`src/rtl/hierarchical_2d_transform_update_core_defines.svh`:
```
// Assertion macros for the transform update core
`ifndef HIERARCHICAL_2D_TRANSFORM_UPDATE_CORE_DEFINES_SVH
`define HIERARCHICAL_2D_TRANSFORM_UPDATE_CORE_DEFINES_SVH
// Assert that an antecedent implies a consequent in the same cycle
`define H2T_ASSERT_IMP(lbl, clk, rst_n, ante, cons, msg) \
    lbl: assert property (@(posedge clk) disable iff (!rst_n) (ante) |-> (cons)) \
        else $error(msg);
// Assert that an antecedent implies a consequent in the next cycle
`define H2T_ASSERT_NXT(lbl, clk, rst_n, ante, cons, msg) \
    lbl: assert property (@(posedge clk) disable iff (!rst_n) (ante) |=> (cons)) \
        else $error(msg);
`endif

```
`src/rtl/h2t_front.sv`:
```
`timescale 1ns / 1ps
`default_nettype none
// ----------------------------------------------------------------------------
// h2t_front
// Accept input transactions and queue them for the execution engine.
// ----------------------------------------------------------------------------
module h2t_front #(
    parameter int WIDTH = 82
) (
    input  wire              i_clk,
    input  wire              i_rst_n,
    input  wire              i_valid,
    output logic             o_ready,
    input  wire [WIDTH-1:0]  i_data,
    output logic             o_valid,
    input  wire              i_ready,
    output logic [WIDTH-1:0] o_data
);
    logic [WIDTH-1:0] r_mem [2];
    logic       r_wp, r_rp;
    logic [1:0] r_cnt;
    logic       w_push, w_pop;

    assign o_ready = (r_cnt != 2'd2);
    assign o_valid = (r_cnt != 2'd0);
    assign w_push  = i_valid && o_ready;
    assign w_pop   = o_valid && i_ready;
    assign o_data  = r_mem[r_rp];

    always_ff @(posedge i_clk) begin
        if (!i_rst_n) begin
            r_wp <= 1'b0; r_rp <= 1'b0; r_cnt <= '0;
        end else begin
            if (w_push) r_wp <= ~r_wp;
            if (w_pop)  r_rp <= ~r_rp;
            r_cnt <= r_cnt + {1'b0, w_push} - {1'b0, w_pop};
        end
    end

    always_ff @(posedge i_clk) begin
        if (w_push) r_mem[r_wp] <= i_data;
    end
endmodule
`default_nettype wire

```
`config.mk`:
```
export PLATFORM = sky130hd
export DESIGN_NAME = h2t_front
export DESIGN_NICKNAME = d
export VERILOG_FILES = /design/src/rtl/hierarchical_2d_transform_update_core_defines.svh /design/src/rtl/h2t_front.sv
export SDC_FILE = /design/constraint.sdc
export NUM_CORES = 1
export LEC_CHECK = 0
export ABC_AREA = 0
export ABC_CLOCK_PERIOD_IN_PS = 13500
export BUFFER_PORTS_ARGS = -buffer_cell sky130_fd_sc_hd__buf_2
export CORE_MARGIN = 4
export CORE_UTILIZATION = 40
export CTS_CLUSTER_DIAMETER = 50
export DETAILED_ROUTE_END_ITERATION = 10
export SYNTH_ARGS = -nofsm -noshare
export SYNTH_HDL_FRONTEND = slang
export SYNTH_SLANG_ARGS = --single-unit
```
`constraint.sdc`:
```
create_clock -name i_clk -period 13.5 [get_ports i_clk]
set_input_delay 1.35 -clock i_clk [delete_from_list [all_inputs] [get_ports i_clk]]
set_output_delay 1.35 -clock i_clk [all_outputs]
set_load 0.01 [all_outputs]
```
==> results by group <==
Job
  • Max cap viols: 0

Clocking
  • Clk Tree Root Cell: clkbuf_16
  • TritonCTS clock tree: yes
  • Largest buffer count on any clock path: 2
  • # hold bufs at CTS: 0
  • CTS sink cnt: between 150 and 200
  • Reg clk slew, reported paths: 0.06 ns
  • Post-cts gate resize count: 0
  • H-tree levels: 4
  • Clock insertion delay at the later pin of the skew report: ~0.42 ns
  • Number of post-CTS setup repair buffers: 0
  • CTS Buf Count: 17

Timing
  • Min cycle time layout: 3.91 ns
  • Final Max Tran Viols: 0
  • Slew headroom: 0.313
  • RSZ-0062 raised after global routing: no
  • Max frequency: 256 MHz
  • Hold slack final: about 0.54 ns
  • Clock skew: 0.0118 ns
  • Final Hold Fails: 0
  • Worst-Margin Slew: 1.03 ns
  • Final setup vio count: 0
  • Final Cycle Share: 0.290
  • Setup Total Neg Slack: 0 ns

Synthesis
  • Mapped Cells: ~280
  • Syn. warnings: 0
  • Syn nets: 367
  • Netlist cell types: 18
  • Post-Syn Area: 6550 µm²
  • Seq/Total Area, Yosys: 0.767
  • Register bit total from synthesis: 169
  • Syn_area_per_cell: 23.5 µm²

Setup path
  • Critical Path Fanout Max: 46
  • CP arrival: 2.56 ns
  • Critical path endpoint category: primary output
  • Startpoint of the worst register-to-register path: r_cnt[0]
  • Worst EP required: 12.15 ns
  • CP startpoint kind: register
  • Critical R2R Capture: r_mem[0][40]
  • R2R depth: 4
  • Critical path endpoint: o_data[30]
  • Register-to-register setup slack: 10.92 ns
  • Critical path class: reg -> out

Power
  • Pwr/cell area: 187 nW/µm²
  • Leak Pwr: 3.16 nW
  • Worst IR Drop VDD: 0.0923 mV

Global routing
  • Overflow after GRT: 0
  • GRT Util Overall: 0.124
  • Vias in the first global route: 3,378
  • First-pass GRT wire length: 17,200 µm
  • Largest net degree at the start of global routing: 50
  • Initial antenna violation count: 0

Route
  • Vias: roughly 3.1k
  • DRC Markers: 0
  • Final ANT Viol Nets: 0
  • First-pass DRT Iterations: 6
  • Drt wl/cell: 16.6 µm
  • DRT iter0 DRCs: 157
  • Vias per cell: roughly 4.5
  • Total Routed Length: 11,500 µm

Floorplanning
  • Die height: 136 µm
  • Die footprint: 18,500 µm²
  • Std cell rows: 46
  • Width of the die: ~140 µm
  • Ports: 170
  • Starting density of the core: 0.411
  • Core box area: 15,900 µm²

Place
  • Hpwl dp: ~7600 µm
  • Final GP Congestion: 0.716
  • # port buffers: between 150 and 200

Layout
  • Filler cell count: 1,334
  • Layout Nets: 549
  • N_diodes: 0
  • Share of post-route cells with drive strength above 1: 0.605
  • Layout Area Growth over Synthesis: 23.4%

Worst hold path
  • Worst Hold Class: reg -> reg

Run status
  • Status: finished clean
Yosys cell counts:
master    count  area share
mux2_4       80        0.18
and3_1        1     0.00096
dfxtp_1       5       0.015
edfxtp_1    164        0.75
mux2_2        2      0.0034
nand2b_1      2      0.0019
nand2_1       2      0.0011
buf_12        8       0.024
o21a_1        1      0.0011
nor2b_1       2      0.0019
ha_1          2      0.0038
buf_6         1      0.0017
or2_2         1     0.00096
nor2_1        1     0.00057
inv_1         1     0.00057
xnor2_1       3      0.0040
and2_1        2      0.0019
mux2i_1       1      0.0015
sequential cells by signal, indices dropped and copies added (netlist names), named ones only:
name and count:
r_cnt 2, r_rp 1, r_mem 164, r_wp 1
stage by stage:
stage / worst slack [ns] / instances / total power (W) / cell area (µm²) / utilization
global placement: 9.97 / 658 / 0.00108 / 7540 / 0.473
detailed placement: 9.93 / 658 / 0.00108 / 7540 / 0.473
CTS: 9.51 / 690 / 0.00154 / 8090 / 0.507
floorplan: 8.11 / 279 / 0.000985 / 6550 / -
finish: 9.59 / 690 / 0.00151 / 8090 / 0.507
global route: 9.46 / 690 / 0.00158 / 8090 / 0.507
cell type report:
type / instances / area [µm²] / area share
timing repair buffer: 172 / 868 / 0.107
sequential: 169 / 5030 / 0.622
inverter: 1 / 3.75 / 0.000464
multi-input combinational: 100 / 1370 / 0.169
clock buffer: 17 / 425 / 0.0526
clock inverter: 15 / 126 / 0.0156
tap: 216 / 270 / 0.0334
power breakdown:
part,total [W],internal [W],switching (W)
combinational,0.000365,0.000195,0.000170
sequential,0.000697,0.000660,0.0000371
clock,0.000447,0.000254,0.000193
cell usage in the layout, fill, tap and decap left out:
cell,netlist,routed
buf_2,0,169
edfxtp_1,164,164
mux2_4,80,80
clkbuf_16,0,17
inv_6,0,4
dfxtp_1,5,4
xnor2_1,3,3
clkinvlp_4,0,3
clkinv_1,0,3
buf_4,0,3
nand2b_1,2,2
nand2_1,2,2
mux2_2,2,2
nor2b_1,2,2
and2_1,2,2
ha_1,2,2
clkinv_2,0,2
clkinv_4,0,2
o21a_1,1,1
or2_2,1,1
inv_1,1,1
and3_4,0,1
nor2_4,0,1
mux2i_1,1,1
dfxtp_4,0,1
bufinv_16,0,1
logic make-up after synthesis:
kind of cell	synth area share
XOR/XNOR	0.00401
adder cells (fa/ha/maj)	0.00382
AO/OA/AOI/OAI	0.00115
flip-flops	0.767
multiplexers	0.188
buffers and inverters	0.0267
AND/OR/NAND/NOR	0.00935
how the worst min path moves through the flow:
stage	start	end	slack, ns	depth (start not counted)
3_3_place_gp	r_wp	r_wp	0.51	2
2_1_floorplan	r_wp	r_wp	0.45	2
5_1_grt	r_wp	r_wp	0.56	2
4_1_cts	r_wp	r_wp	0.55	2
3_5_place_dp	r_wp	r_wp	0.53	2
6_report	r_wp	r_wp	0.54	2
per-layer routing:
metal	wire, µm	up-vias	GRT usage
li1	-	1470	-
met1	4540	1522	0.145
met2	5850	114	0.207
met3	880	15	0.0455
met4	179	0	0.0510
met5	0	-	0
worst max-delay path, stage by stage (launching register included):
cell and delay, ns:
dfxtp_4 0.81, buf_4 0.81, mux2_4 0.36, buf_2 0.14
No activity file was read; power rests on OpenSTA's default activity.
